**src/hw/rtl/tpb_pkg.sv**
```systemverilog
// Package for the turtle plotter: grid sizing, command and heading codes,
// and the control and status bundles between controller and datapath. No dependencies.
package tpb_pkg;

    // Grid size; the bitmap and the result fields hold at most 32 cells a side.
    localparam int GRID_SIZE = 32;
    localparam int GRID_EFF  = (GRID_SIZE > 32) ? 32 : GRID_SIZE;
    localparam int ADDR_W    = (GRID_EFF > 1) ? $clog2(GRID_EFF) : 1;
    localparam int DCNT_W    = $clog2(GRID_EFF + 1);

    // Field widths of the transactions.
    localparam int CMD_W  = 3;
    localparam int STEP_W = 8;
    localparam int POS_W  = 5;
    localparam int ROW_W  = 32;

    localparam logic [POS_W:0]    GRID_LIM = (POS_W + 1)'(GRID_EFF);
    localparam logic [DCNT_W-1:0] DCNT_LIM = DCNT_W'(GRID_EFF);
    localparam logic [ADDR_W-1:0] LAST_ROW = ADDR_W'(GRID_EFF - 1);

    typedef logic [CMD_W-1:0] t_cmd;
    typedef logic [1:0]       t_heading;

    // Command codes.
    localparam t_cmd CMD_PEN_UP     = 3'd0;
    localparam t_cmd CMD_PEN_DOWN   = 3'd1;
    localparam t_cmd CMD_TURN_RIGHT = 3'd2;
    localparam t_cmd CMD_TURN_LEFT  = 3'd3;
    localparam t_cmd CMD_MOVE       = 3'd4;
    localparam t_cmd CMD_DUMP       = 3'd5;

    // Heading codes; turn left adds one, turn right subtracts one.
    localparam t_heading HEAD_POS_COL = 2'd0;
    localparam t_heading HEAD_NEG_ROW = 2'd1;
    localparam t_heading HEAD_NEG_COL = 2'd2;
    localparam t_heading HEAD_POS_ROW = 2'd3;

    // Commands from the controller to the datapath.
    typedef struct packed {
        logic load;        // latch a new command and apply pen and turn codes
        logic step;        // advance one cell along the heading
        logic mark;        // write the marked cell back to the bitmap
        logic block;       // record that the move hit the grid edge
        logic dump_start;  // reset the row counters of a dump
        logic dump_run;    // stream bitmap rows to the output
        logic emit;        // load the single result of a command
    } t_ctl_cmd;

    // Status from the datapath to the controller.
    typedef struct packed {
        logic steps_zero;  // no cells left to advance
        logic at_edge;     // the next cell lies outside the grid
        logic pen;         // pen is down
        logic out_free;    // the output register can take a result
        logic dump_done;   // every row of the dump has been handed over
    } t_ctl_stat;

endpackage

```
**src/hw/rtl/tpb_if.sv**
```systemverilog
// Valid/ready channel interfaces for the command and result transactions.
// Depends on tpb_pkg for the field widths.
interface tpb_in_if import tpb_pkg::*; ();
    logic              valid;
    logic              ready;
    logic [CMD_W-1:0]  cmd;
    logic [STEP_W-1:0] step_count;

    modport source (output valid, output cmd, output step_count, input ready);
    modport sink   (input valid, input cmd, input step_count, output ready);
endinterface

interface tpb_out_if import tpb_pkg::*; ();
    logic             valid;
    logic             ready;
    logic             status;
    logic [ROW_W-1:0] row_bits;
    logic [POS_W-1:0] row_number;
    logic [POS_W-1:0] cur_row;
    logic [POS_W-1:0] cur_col;
    logic             pen_down;
    logic             last;

    modport source (output valid, output status, output row_bits, output row_number,
                    output cur_row, output cur_col, output pen_down, output last,
                    input ready);
    modport sink   (input valid, input status, input row_bits, input row_number,
                    input cur_row, input cur_col, input pen_down, input last,
                    output ready);
endinterface

```
**src/hw/rtl/tpb_ram.sv**
```systemverilog
// Generic RAM with one write port and one read port with registered read data.
// No dependencies.
module tpb_ram #(
    parameter int  WIDTH = 32,
    parameter int  DEPTH = 32,
    localparam int AW    = (DEPTH > 1) ? $clog2(DEPTH) : 1
) (
    input  logic             i_clk,
    input  logic             i_we,
    input  logic [AW-1:0]    i_waddr,
    input  logic [WIDTH-1:0] i_wdata,
    input  logic             i_re,
    input  logic [AW-1:0]    i_raddr,
    output logic [WIDTH-1:0] o_rdata
);

    logic [WIDTH-1:0] r_mem [DEPTH];
    logic [WIDTH-1:0] r_rdata;

    // Write port.
    always_ff @(posedge i_clk) begin
        if (i_we) begin
            r_mem[i_waddr] <= i_wdata;
        end
    end

    // Read port; the data holds while no read is issued.
    always_ff @(posedge i_clk) begin
        if (i_re) begin
            r_rdata <= r_mem[i_raddr];
        end
    end

    assign o_rdata = r_rdata;

endmodule

```
**src/hw/rtl/tpb_ctrl.sv**
```systemverilog
// Controller state machine of the turtle plotter: sequences commands, moves and dumps.
// Depends on tpb_pkg for the command codes and the control bundles.
module tpb_ctrl import tpb_pkg::*; (
    input  logic       i_clk,
    input  logic       i_rst_n,
    input  logic       i_in_valid,
    input  t_cmd       i_in_cmd,
    output logic       o_in_ready,
    input  t_ctl_stat  i_stat,
    output t_ctl_cmd   o_ctl
);

    localparam logic [2:0] S_IDLE = 3'd0;
    localparam logic [2:0] S_MOVE = 3'd1;
    localparam logic [2:0] S_MARK = 3'd2;
    localparam logic [2:0] S_RESP = 3'd3;
    localparam logic [2:0] S_DUMP = 3'd4;

    logic [2:0] r_state;
    logic [2:0] n_state;
    logic       in_accept;

    assign o_in_ready = (r_state == S_IDLE);
    assign in_accept  = i_in_valid && o_in_ready;

    // Next state and the commands to the datapath.
    always_comb begin
        n_state = r_state;
        o_ctl   = '0;
        case (r_state)
            S_IDLE: begin
                if (in_accept) begin
                    o_ctl.load = 1'b1;
                    case (i_in_cmd)
                        CMD_MOVE: begin
                            n_state = S_MOVE;
                        end
                        CMD_DUMP: begin
                            o_ctl.dump_start = 1'b1;
                            n_state          = S_DUMP;
                        end
                        default: begin
                            n_state = S_RESP;
                        end
                    endcase
                end
            end
            S_MOVE: begin
                if (i_stat.steps_zero) begin
                    n_state = S_RESP;
                end else if (i_stat.at_edge) begin
                    o_ctl.block = 1'b1;
                    n_state     = S_RESP;
                end else begin
                    o_ctl.step = 1'b1;
                    if (i_stat.pen) begin
                        n_state = S_MARK;
                    end
                end
            end
            S_MARK: begin
                o_ctl.mark = 1'b1;
                n_state    = S_MOVE;
            end
            S_RESP: begin
                if (i_stat.out_free) begin
                    o_ctl.emit = 1'b1;
                    n_state    = S_IDLE;
                end
            end
            S_DUMP: begin
                o_ctl.dump_run = 1'b1;
                if (i_stat.dump_done) begin
                    n_state = S_IDLE;
                end
            end
            default: begin
                n_state = S_IDLE;
            end
        endcase
    end

    always_ff @(posedge i_clk) begin
        if (!i_rst_n) begin
            r_state <= S_IDLE;
        end else begin
            r_state <= n_state;
        end
    end

endmodule

```
**src/hw/rtl/tpb_datapath.sv**
```systemverilog
// Datapath of the turtle plotter: pen, heading, position, bitmap RAM and output register.
// Depends on tpb_pkg, tpb_out_if and tpb_ram.
module tpb_datapath import tpb_pkg::*; (
    input  logic              i_clk,
    input  logic              i_rst_n,
    input  t_cmd              i_cmd,
    input  logic [STEP_W-1:0] i_step_count,
    input  t_ctl_cmd          i_ctl,
    output t_ctl_stat         o_stat,
    tpb_out_if.source         o_out
);

    // Turtle state.
    logic              r_pen;
    t_heading          r_heading;
    logic [POS_W-1:0]  r_row;
    logic [POS_W-1:0]  r_col;
    logic [STEP_W-1:0] r_steps;
    logic              r_blocked;

    // Bitmap row valid bits; a row never written reads as all zero.
    logic [GRID_EFF-1:0] r_row_valid;

    // Dump pipeline.
    logic [DCNT_W-1:0] r_dump_cnt;
    logic              r_pend;
    logic [ADDR_W-1:0] r_pend_row;
    logic              r_rd_valid;

    // Output register.
    logic             r_out_valid;
    logic             r_out_status;
    logic [ROW_W-1:0] r_out_row_bits;
    logic [POS_W-1:0] r_out_row_number;
    logic [POS_W-1:0] r_out_cur_row;
    logic [POS_W-1:0] r_out_cur_col;
    logic             r_out_pen;
    logic             r_out_last;

    logic [POS_W-1:0]    n_row;
    logic [POS_W-1:0]    n_col;
    logic                at_edge;
    logic                out_free;
    logic                dump_consume;
    logic                dump_issue;
    logic                ram_re;
    logic [ADDR_W-1:0]   ram_raddr;
    logic [GRID_EFF-1:0] ram_rdata;
    logic [GRID_EFF-1:0] ram_wdata;
    logic [GRID_EFF-1:0] row_data;
    logic [GRID_EFF-1:0] col_bit;
    logic [ROW_W-1:0]    row_ext;

    // Next cell along the heading and whether it leaves the grid.
    always_comb begin
        n_row   = r_row;
        n_col   = r_col;
        at_edge = 1'b0;
        case (r_heading)
            HEAD_POS_COL: begin
                at_edge = (({1'b0, r_col} + (POS_W + 1)'(1)) >= GRID_LIM);
                n_col   = r_col + POS_W'(1);
            end
            HEAD_NEG_ROW: begin
                at_edge = (r_row == '0);
                n_row   = r_row - POS_W'(1);
            end
            HEAD_NEG_COL: begin
                at_edge = (r_col == '0);
                n_col   = r_col - POS_W'(1);
            end
            default: begin
                at_edge = (({1'b0, r_row} + (POS_W + 1)'(1)) >= GRID_LIM);
                n_row   = r_row + POS_W'(1);
            end
        endcase
    end

    // Dump reads one row ahead of the output register and holds it on a stall.
    assign out_free     = !r_out_valid || o_out.ready;
    assign dump_consume = i_ctl.dump_run && r_pend && out_free;
    assign dump_issue   = i_ctl.dump_run && (r_dump_cnt != DCNT_LIM)
                          && (!r_pend || dump_consume);

    // RAM read for the dump or for the cell just stepped onto.
    assign ram_re    = dump_issue || (i_ctl.step && r_pen);
    assign ram_raddr = dump_issue ? r_dump_cnt[ADDR_W-1:0] : n_row[ADDR_W-1:0];
    assign row_data  = r_rd_valid ? ram_rdata : '0;

    // Read-modify-write of the marked cell.
    always_comb begin
        col_bit                     = '0;
        col_bit[r_col[ADDR_W-1:0]]  = 1'b1;
        ram_wdata                   = row_data | col_bit;
        row_ext                     = '0;
        row_ext[GRID_EFF-1:0]       = row_data;
    end

    tpb_ram #(
        .WIDTH (GRID_EFF),
        .DEPTH (GRID_EFF)
    ) u_bitmap (
        .i_clk   (i_clk),
        .i_we    (i_ctl.mark),
        .i_waddr (r_row[ADDR_W-1:0]),
        .i_wdata (ram_wdata),
        .i_re    (ram_re),
        .i_raddr (ram_raddr),
        .o_rdata (ram_rdata)
    );

    // Control registers.
    always_ff @(posedge i_clk) begin
        if (!i_rst_n) begin
            r_pen       <= 1'b0;
            r_heading   <= HEAD_POS_COL;
            r_row       <= '0;
            r_col       <= '0;
            r_blocked   <= 1'b0;
            r_row_valid <= '0;
            r_dump_cnt  <= '0;
            r_pend      <= 1'b0;
            r_out_valid <= 1'b0;
        end else begin
            if (i_ctl.load) begin
                r_blocked <= 1'b0;
                case (i_cmd)
                    CMD_PEN_UP:     r_pen     <= 1'b0;
                    CMD_PEN_DOWN:   r_pen     <= 1'b1;
                    CMD_TURN_RIGHT: r_heading <= r_heading + 2'd3;
                    CMD_TURN_LEFT:  r_heading <= r_heading + 2'd1;
                    default: begin
                    end
                endcase
            end
            if (i_ctl.block) begin
                r_blocked <= 1'b1;
            end
            if (i_ctl.step) begin
                r_row <= n_row;
                r_col <= n_col;
            end
            if (i_ctl.mark) begin
                r_row_valid[r_row[ADDR_W-1:0]] <= 1'b1;
            end
            if (i_ctl.dump_start) begin
                r_dump_cnt <= '0;
                r_pend     <= 1'b0;
            end else begin
                if (dump_issue) begin
                    r_dump_cnt <= r_dump_cnt + DCNT_W'(1);
                    r_pend     <= 1'b1;
                end else if (dump_consume) begin
                    r_pend <= 1'b0;
                end
            end
            if (i_ctl.emit || dump_consume) begin
                r_out_valid <= 1'b1;
            end else if (o_out.ready) begin
                r_out_valid <= 1'b0;
            end
        end
    end

    // Payload registers.
    always_ff @(posedge i_clk) begin
        if (i_ctl.load) begin
            r_steps <= i_step_count;
        end else if (i_ctl.step) begin
            r_steps <= r_steps - STEP_W'(1);
        end
        if (ram_re) begin
            r_rd_valid <= r_row_valid[ram_raddr];
        end
        if (dump_issue) begin
            r_pend_row <= r_dump_cnt[ADDR_W-1:0];
        end
        if (i_ctl.emit) begin
            r_out_status     <= r_blocked;
            r_out_row_bits   <= '0;
            r_out_row_number <= '0;
            r_out_last       <= 1'b1;
        end else if (dump_consume) begin
            r_out_status     <= 1'b0;
            r_out_row_bits   <= row_ext;
            r_out_row_number <= POS_W'(r_pend_row);
            r_out_last       <= (r_pend_row == LAST_ROW);
        end
        if (i_ctl.emit || dump_consume) begin
            r_out_cur_row <= r_row;
            r_out_cur_col <= r_col;
            r_out_pen     <= r_pen;
        end
    end

    // Status to the controller.
    assign o_stat.steps_zero = (r_steps == '0);
    assign o_stat.at_edge    = at_edge;
    assign o_stat.pen        = r_pen;
    assign o_stat.out_free   = out_free;
    assign o_stat.dump_done  = (r_dump_cnt == DCNT_LIM) && !r_pend;

    // Result channel; position and pen are captured with the result, since the
    // next command may start while a result still waits.
    assign o_out.valid      = r_out_valid;
    assign o_out.status     = r_out_status;
    assign o_out.row_bits   = r_out_row_bits;
    assign o_out.row_number = r_out_row_number;
    assign o_out.cur_row    = r_out_cur_row;
    assign o_out.cur_col    = r_out_cur_col;
    assign o_out.pen_down   = r_out_pen;
    assign o_out.last       = r_out_last;

endmodule

```
**src/hw/rtl/turtle_plotter_bitmap.sv**
```systemverilog
// Turtle plotter over a GRID_SIZE square bitmap (capped at 32), cleared at reset.
// Each command transaction gives one result transaction, or one per row for a dump.
// Pen, turn and unused commands pass from idle to the response state, which loads
// the result once the output register is free. A move advances one cell per step
// along the heading; with the pen down each step is followed by a mark state, since
// each marked cell is a read-modify-write of its bitmap row through the RAM's
// registered read port; a blocked move stops at the edge with the cells it took.
// A dump streams one row per cycle while the result channel is ready. No clearing
// pass is needed after reset: per-row valid bits make unwritten rows read as zero.
// A new command is accepted once the previous one has loaded its last result into
// the output register.
module turtle_plotter_bitmap import tpb_pkg::*; (
    input  logic      i_clk,
    input  logic      i_rst_n,
    tpb_in_if.sink    i_in,
    tpb_out_if.source o_out
);

    t_ctl_cmd  ctl;
    t_ctl_stat stat;
    logic      in_ready;

    assign i_in.ready = in_ready;

    // Command sequencing.
    tpb_ctrl u_ctrl (
        .i_clk      (i_clk),
        .i_rst_n    (i_rst_n),
        .i_in_valid (i_in.valid),
        .i_in_cmd   (i_in.cmd),
        .o_in_ready (in_ready),
        .i_stat     (stat),
        .o_ctl      (ctl)
    );

    // Turtle state, bitmap and result register.
    tpb_datapath u_datapath (
        .i_clk        (i_clk),
        .i_rst_n      (i_rst_n),
        .i_cmd        (i_in.cmd),
        .i_step_count (i_in.step_count),
        .i_ctl        (ctl),
        .o_stat       (stat),
        .o_out        (o_out)
    );

endmodule

```
**src/flat_wrapper.sv**
```systemverilog
// flat-port wrapper written by rule: the top's interface ports become plain ports
module turtle_plotter_bitmap_flat import tpb_pkg::*;
  (i_clk, i_rst_n, i_in_valid, i_in_cmd, i_in_step_count, i_in_ready, o_out_valid, o_out_status, o_out_row_bits, o_out_row_number, o_out_cur_row, o_out_cur_col, o_out_pen_down, o_out_last, o_out_ready);
  tpb_in_if i_in_i ();
  tpb_out_if o_out_i ();
  input  logic i_clk;
  input  logic i_rst_n;
  input wire logic [$bits(i_in_i.valid)-1:0] i_in_valid;
  input wire logic [$bits(i_in_i.cmd)-1:0] i_in_cmd;
  input wire logic [$bits(i_in_i.step_count)-1:0] i_in_step_count;
  output wire logic [$bits(i_in_i.ready)-1:0] i_in_ready;
  output wire logic [$bits(o_out_i.valid)-1:0] o_out_valid;
  output wire logic [$bits(o_out_i.status)-1:0] o_out_status;
  output wire logic [$bits(o_out_i.row_bits)-1:0] o_out_row_bits;
  output wire logic [$bits(o_out_i.row_number)-1:0] o_out_row_number;
  output wire logic [$bits(o_out_i.cur_row)-1:0] o_out_cur_row;
  output wire logic [$bits(o_out_i.cur_col)-1:0] o_out_cur_col;
  output wire logic [$bits(o_out_i.pen_down)-1:0] o_out_pen_down;
  output wire logic [$bits(o_out_i.last)-1:0] o_out_last;
  input wire logic [$bits(o_out_i.ready)-1:0] o_out_ready;
  assign i_in_i.valid = i_in_valid;
  assign i_in_i.cmd = i_in_cmd;
  assign i_in_i.step_count = i_in_step_count;
  assign i_in_ready = i_in_i.ready;
  assign o_out_valid = o_out_i.valid;
  assign o_out_status = o_out_i.status;
  assign o_out_row_bits = o_out_i.row_bits;
  assign o_out_row_number = o_out_i.row_number;
  assign o_out_cur_row = o_out_i.cur_row;
  assign o_out_cur_col = o_out_i.cur_col;
  assign o_out_pen_down = o_out_i.pen_down;
  assign o_out_last = o_out_i.last;
  assign o_out_i.ready = o_out_ready;
  turtle_plotter_bitmap u_core (.i_clk(i_clk), .i_rst_n(i_rst_n), .i_in(i_in_i), .o_out(o_out_i));
endmodule
```
**config.mk**
```make
export PLATFORM = sky130hd
export DESIGN_NAME = turtle_plotter_bitmap_flat
export DESIGN_NICKNAME = d
export VERILOG_FILES = /design/src/hw/rtl/tpb_pkg.sv /design/src/hw/rtl/tpb_if.sv /design/src/hw/rtl/tpb_ram.sv /design/src/hw/rtl/tpb_ctrl.sv /design/src/hw/rtl/tpb_datapath.sv /design/src/hw/rtl/turtle_plotter_bitmap.sv /design/src/flat_wrapper.sv
export SDC_FILE = /design/constraint.sdc
export NUM_CORES = 1
export LEC_CHECK = 0
export BUFFER_PORTS_ARGS = -buffer_cell sky130_fd_sc_hd__buf_4
export CAP_MARGIN = 15
export CORE_MARGIN = 5
export CORE_UTILIZATION = 50
export DETAILED_ROUTE_END_ITERATION = 10
export HOLD_SLACK_MARGIN = 0.05
export PLACE_DENSITY = 0.62
export SYNTH_ARGS = -nofsm -noshare
export SYNTH_HDL_FRONTEND = slang
export SYNTH_SLANG_ARGS = --single-unit
```
**constraint.sdc**
```tcl
create_clock -name i_clk -period 3.75 [get_ports i_clk]
set_input_delay 0.1875 -clock i_clk [delete_from_list [all_inputs] [get_ports i_clk]]
set_output_delay 0.1875 -clock i_clk [all_outputs]
set_load 0.01 [all_outputs]
```
Word-level counts from Yosys, hierarchy flattened
Memory sizes are Yosys's and may differ from the RTL's. A register that Yosys moved wholly into a read port is not among the register bits. Index checks and enable logic that the tools add are counted.

Register bits: 121. RAM bits: 1024. Input port bits: 15. Logic and storage cells: 141. Memories: 1.

Add/subtract/negate cells: 10. Order comparisons: 7. Equal/unequal tests: 18. Multiplexer cells: 47. Bitwise logic cells: 3. Reductions and logical operators: 35.

Memories: u_core.u_datapath.u_bitmap.r_mem (words 32, bits a word 32, rd ports 1, clocked after memory_dff 1, write ports 1, RTL line tpb_ram.sv:17) `logic [WIDTH-1:0] r_mem [DEPTH];`.

Operators by type and width (number): $or 32x32->32 (2); $mux 32 (1); $mux 1 (27); $pmux 5 s2 (2); $lt 5x6->1 const B (3); $mux 3 (6); $mux 8 (2); $reduce_bool 2->1 (8); $pmux 3 s5 (1); $add 5x1->6 const B (2); $eq 3x2->1 const B (4); $ge 6x6->1 const B (2); $add 5x1->5 const B (2); $demux 1 s5 (2); $ge 5x1->1 const B (2); $logic_not 5->1 (2); $sub 5x1->5 const B (2); $eq 3x3->1 const B (3); $logic_and 1x1->1 (9); $logic_not 8->1 (1); $sub 8x1->8 const B (1); $add 6x1->6 const B (1); $eq 3x1->1 const B (2); $eq 6x6->1 const B (1); other kinds (23) (32).

Depth between registers and ports, before layout
Depth in word-level cells: 9. Mapped depth: 12.

Modules after synthesis
A second synthesis with hierarchy kept.

Cell total of the unflattened synthesis: 2937. Area total of the unflattened synthesis: 46594.7 sq um.

Modules (own cells, without submodules): tpb_ram (times used 1, cells each 2260, area an instance 40807.9 sq um, sequential area each 31710.4 sq um); tpb_datapath (times used 1, cells each 642, area an instance 5515.3 sq um, sequential area each 2622.5 sq um); tpb_ctrl (times used 1, cells each 35, area an instance 271.5 sq um, sequential area each 60.1 sq um).

Worst setup path before layout
Ideal clock, no wire load.

Path kind: register -> register. From: register u_core.u_ctrl.r_state[1]. To: memory u_core.u_datapath.u_bitmap.r_mem[28][0], enable pin. Library setup time: 423 ps. Arrival: 2749 ps. Required time: 3327 ps. Setup slack: 578 ps. Cell stages (with the launch flop): 7. Path buffers: 2. Period minus slack after synthesis: 3172 ps. Cells stage by stage: dfxtp_1 > clkbuf_1 > nor3b_1 > nor2b_1 > nand2b_1 > clkbuf_1 > nor2_1.

Cells in the longest elaborated chain, start to end: 4.

RTL lines: start, declared (RTL line tpb_ctrl.sv:19) `logic [2:0] r_state;`; start signal, assigned (RTL line tpb_ctrl.sv:87) `r_state <= n_state;`; $eq 3x2->1 (RTL line tpb_ctrl.sv:30) `case (r_state)`; $mux 1 (RTL line tpb_ctrl.sv:30); $mux 1 (RTL line tpb_ram.sv:22) `if (i_we) begin`; $mux 1 (implied by the code) (RTL line tpb_ram.sv:23) `r_mem[i_waddr] <= i_wdata;`; end, declared (RTL line tpb_ram.sv:17).

No other way between the ends.

Final worst setup path
From: register u_core.u_datapath.r_dump_cnt[0]. To: register u_core.u_datapath.u_bitmap.r_rdata[9], in the netlist u_core.u_datapath.u_bitmap.o_rdata[9], read port of u_core.u_datapath.u_bitmap.r_mem (data pin).

Cells in the longest elaborated chain, start to end: 4.

RTL lines: start, declared (RTL line tpb_datapath.sv:25) `logic [DCNT_W-1:0] r_dump_cnt;`; start signal, assigned (RTL line tpb_datapath.sv:151) `r_dump_cnt <= r_dump_cnt + DCNT_W'(1);`; $ne 6x6->1 (RTL line tpb_datapath.sv:82) `assign dump_issue = i_ctl.dump_run && (r_dump_cnt != DCNT_LIM)`; $logic_and 1x1->1 (RTL line tpb_datapath.sv:82); $logic_and 1x1->1 (RTL line tpb_datapath.sv:83) `&& (!r_pend || dump_consume);`; $mux 5 or $logic_or 1x1->1 (tied branches) (RTL line tpb_datapath.sv:87, tpb_datapath.sv:86); end, declared (RTL line tpb_ram.sv:18) `logic [WIDTH-1:0] r_rdata;`.

Parallel ways exist; a longest one is shown, timed or not. A chain may end at the register's enable or synchronous reset.

==> impl_metrics.env <==
export IMPL_status="finished, final reports clean"
export IMPL_required_ps=4270
export IMPL_dr_wl_met2_um=61500
export IMPL_placed_cells=4745
export IMPL_placed_area_um2=49800
export IMPL_drive_gt1_share_pct=14.2
export IMPL_syn_instance_count=3467
export IMPL_antenna_cells=0
export IMPL_initial_core_util_pct=50.2
export IMPL_fmax_mhz=282
export IMPL_grt_pass1_wl_um=197000
export IMPL_clock_sinks=1177
export IMPL_place_gp_congestion=0.856
export IMPL_cts_resized=0
export IMPL_grt_overflow_total=0
export IMPL_htreeDepth=3
export IMPL_internal_power_mw=22.2
export IMPL_final_nets=3654
export IMPL_wl_met3_um=14600
export IMPL_p_clk_share_pct=40.6
export IMPL_firstDrtPassIters=6
export IMPL_synth_area_leaders="edfxtp_1 70%, nand2_1 7.5%, dfxtp_1 4.1%"
export IMPL_grt_use_total_pct=26.8
export IMPL_max_slew_margin_pct=26.8
export IMPL_vias_per_cell=6.16
export IMPL_synth_top_cell_area_share_pct=69.6
export IMPL_finalCritPeriodShare_pct=94.5
export IMPL_power_density_nw_per_um2=532
export IMPL_fin_skew_ps=21.0
export IMPL_crit_end="u_core.u_datapath.u_bitmap.o_rdata[9]"
export IMPL_tns_ps=0
export IMPL_syn_to_final_growth_pct=15.5
export IMPL_io_buffers=66
export IMPL_clkLatencyLatePin_ps=690
export IMPL_rrSetupSlack_ps=210
export IMPL_yosys_area_top_type="edfxtp_1"
export IMPL_start_kind="flip-flop"
export IMPL_p_switching_mw=6.48
export IMPL_critPathKind="reg2reg"
export IMPL_clockBufferDepth=3
export IMPL_switching_share_pct=22.6
export IMPL_cp_end_kind="flip-flop"
export IMPL_combPwrFrac_pct=8.1
export IMPL_fin_area_um2=53900
export IMPL_fin_crit_ps=3540
export IMPL_routedWlPerCell_um=27.3
export IMPL_hp_class="in2reg"
export IMPL_slew_violations=0
export IMPL_synthFlopType="edfxtp_1"
export IMPL_worst_slack_ps=207
export IMPL_row_count=112
export IMPL_rr_worst_depth=12
export IMPL_core_um2=92900
export IMPL_setup_viol=0
export IMPL_fin_worst_hold_slack_ps=404
export IMPL_path_clk_slew_ps=60
export IMPL_startpoint="u_core.u_datapath.r_dump_cnt[0]"
export IMPL_worstPathMaxFanout=37
export IMPL_fillerInstances=7120
export IMPL_ant_nets=0
export IMPL_cts_root_buf="clkbuf_16"
export IMPL_grt_setup_unrepaired="no"
export IMPL_numCtsBuffers=115
export IMPL_synth_edf_count=1082
export IMPL_grt_start_max_net_pins=123
export IMPL_syn_area_um2=46700
export IMPL_drc_errors=0
export IMPL_hold_viol=0
export IMPL_io_pins=67
export IMPL_avgSynthCellArea_um2=13.5
export IMPL_dp_slack_ps=317
export IMPL_synth_seq_cells=1177
export IMPL_ys_seq_area_share_pct=73.7
export IMPL_ys_types=61
export IMPL_cp_arrival_ps=4060
export IMPL_drv_cap=0
export IMPL_vias=30700
export IMPL_die_h_um=315
export IMPL_ys_async_sr_fraction_pct=0
export IMPL_layout_cells_non_filler=4980
export IMPL_cts_tree="built"
export IMPL_dr_max_layer_used="met4"
export IMPL_wl_met1_um=55400
export IMPL_drt_initial_drc_count=4372
export IMPL_wirelength_um=136000
export IMPL_die_width_um=315
export IMPL_r2r_end="u_core.u_datapath.u_bitmap.o_rdata[9]"
export IMPL_ys_warn_count=0
export IMPL_dp_hpwl_um=76800
export IMPL_vdd_ir_drop_max_mv=0.357
export IMPL_die_area_um2=99500
export IMPL_synthesis_nets=3494
export IMPL_antenna_found_initial=0
export IMPL_seqPwrFrac_pct=51.3
export IMPL_tightest_slew_ps=1100
export IMPL_grt_pass1_vias=29100
export IMPL_crit_reg2reg_launch="u_core.u_datapath.r_dump_cnt[0]"
export IMPL_leakage_nw=19.0
[per-layer routing]
metal	global-route usage (%)	vias to the layer above
met2	41.4	1768
met3	5.43	284
li1	-	13300
met1	39.0	15400
met4	8.35	0
met5	0	-
[sequential cells by signal, indices dropped and copies added, names as in the netlist, 2 cells and up]
name                                flops
u_core.u_datapath.u_bitmap.r_mem     1024
u_core.u_datapath.o_out.row_bits       32
u_core.u_datapath.r_row_valid          32
u_core.u_datapath.u_bitmap.o_rdata     32
u_core.u_datapath.r_steps               8
u_core.u_datapath.r_dump_cnt            6
u_core.u_datapath.o_out.cur_col         5
u_core.u_datapath.o_out.cur_row         5
u_core.u_datapath.o_out.row_number      5
u_core.u_datapath.r_col                 5
u_core.u_datapath.r_pend_row            5
u_core.u_datapath.r_row                 5
u_core.u_ctrl.r_state                   3
u_core.u_datapath.r_heading             2
[worst max-delay path, stage by stage, from the launching register on]
cell       delay [ps]
dfxtp_1           340
inv_1             190
ha_1              260
nand4bb_4         140
o211ai_4          440
mux2i_4           410
buf_12            220
buf_12            250
buf_4             250
nand2_1            70
a32oi_1           190
nand4_1           240
a311oi_2          310
[cell families (layout without fill, tap and decap cells)]
family,after synthesis,in the layout,synth area share (%)
xor gates and xnor gates,24,24,0.450
AOI/OAI and AO/OA,599,599,8.65
adders and majority gates,12,12,0.354
DFF,1177,1177,73.7
and+or+nand+nor,1332,1332,12.4
buffers and inverters,242,501,2.60
muxes,81,81,1.86
[power groups by stage]
stage	sequential, mW	combinational, mW	clock (mW)
CTS	14.7	2.29	11.8
detailed placement	15.0	2.26	0
floorplan	15.0	1.43	0
global route	14.7	2.47	12.4
finish	14.7	2.31	11.6
global placement	15.0	2.21	0
[cell usage after synthesis (13+ instances only)]
cell	count
mux2i_1	71
a311oi_2	20
a221oi_1	64
nand4_1	35
o21a_1	33
buf_4	17
dfxtp_1	95
nor2_1	58
a32oi_1	33
buf_2	101
o22ai_1	64
edfxtp_1	1082
o21ai_0	41
and3_1	132
a31oi_1	133
a311oi_1	13
a21oi_1	152
clkbuf_1	95
nand2_1	933
o21ai_1	25
xnor2_1	18
nand3_1	109
[stage by stage]
step	util, %	power, mW
after floorplan	-	16.4
after global placement	53.7	17.2
after detailed placement	53.7	17.2
after CTS	58.0	28.8
after global routing	58.0	29.6
final	58.0	28.6
[cell usage in the layout, fill, tap and decap left out, drive strengths merged, types with 10 or more instances in the layout]
cell type,synthesis,routed
nor2b,10,10
o21a,33,33
a32oi,33,33
mux2i,74,74
nor2,59,59
a31oi,134,134
clkinv,0,39
nand4,35,35
a221oi,64,64
a311oi,33,33
and3,132,132
clkbuf,95,162
ha,10,10
dlygate4sd3,0,19
o21ai,66,66
dfxtp,95,95
o22ai,64,64
nand3,109,109
a21oi,152,152
inv,10,12
edfxtp,1082,1082
buf,137,256
nand2,935,935
xnor2,18,18
[cell type report]
cell class / instances / area (um^2) / share of cell area (%)
Clock buffer: 162 / 3360 / 6.23
Inverter: 10 / 37.5 / 0.0697
Clock inverter: 54 / 497 / 0.922
Timing Repair Buffer: 275 / 2640 / 4.89
Tap cell: 1254 / 1570 / 2.91
Sequential cell: 1177 / 34400 / 63.8
Multi-Input combinational cell: 2048 / 11400 / 21.2
[worst min path at each step]
stage / from / endpoint / cells past startpoint
floorplan: i_in_cmd[0] / u_core.u_datapath.r_pen / 2
global placement: u_core.u_datapath.o_out.row_bits[23] / u_core.u_datapath.o_out.row_bits[23] / 2
detailed placement: u_core.u_datapath.o_out.row_bits[30] / u_core.u_datapath.o_out.row_bits[30] / 2
CTS: i_in_step_count[4] / u_core.u_datapath.r_steps[4] / 4
global route: i_in_step_count[4] / u_core.u_datapath.r_steps[4] / 4
finish: i_in_step_count[1] / u_core.u_datapath.r_steps[1] / 4
[repair_timing]
action | in CTS | in global routing
setup buffers | 0 | 0
endpoints found under the hold margin | 65 | 0
hold buffers | 19 | 0
No activity file was read; power rests on OpenSTA's default activity.
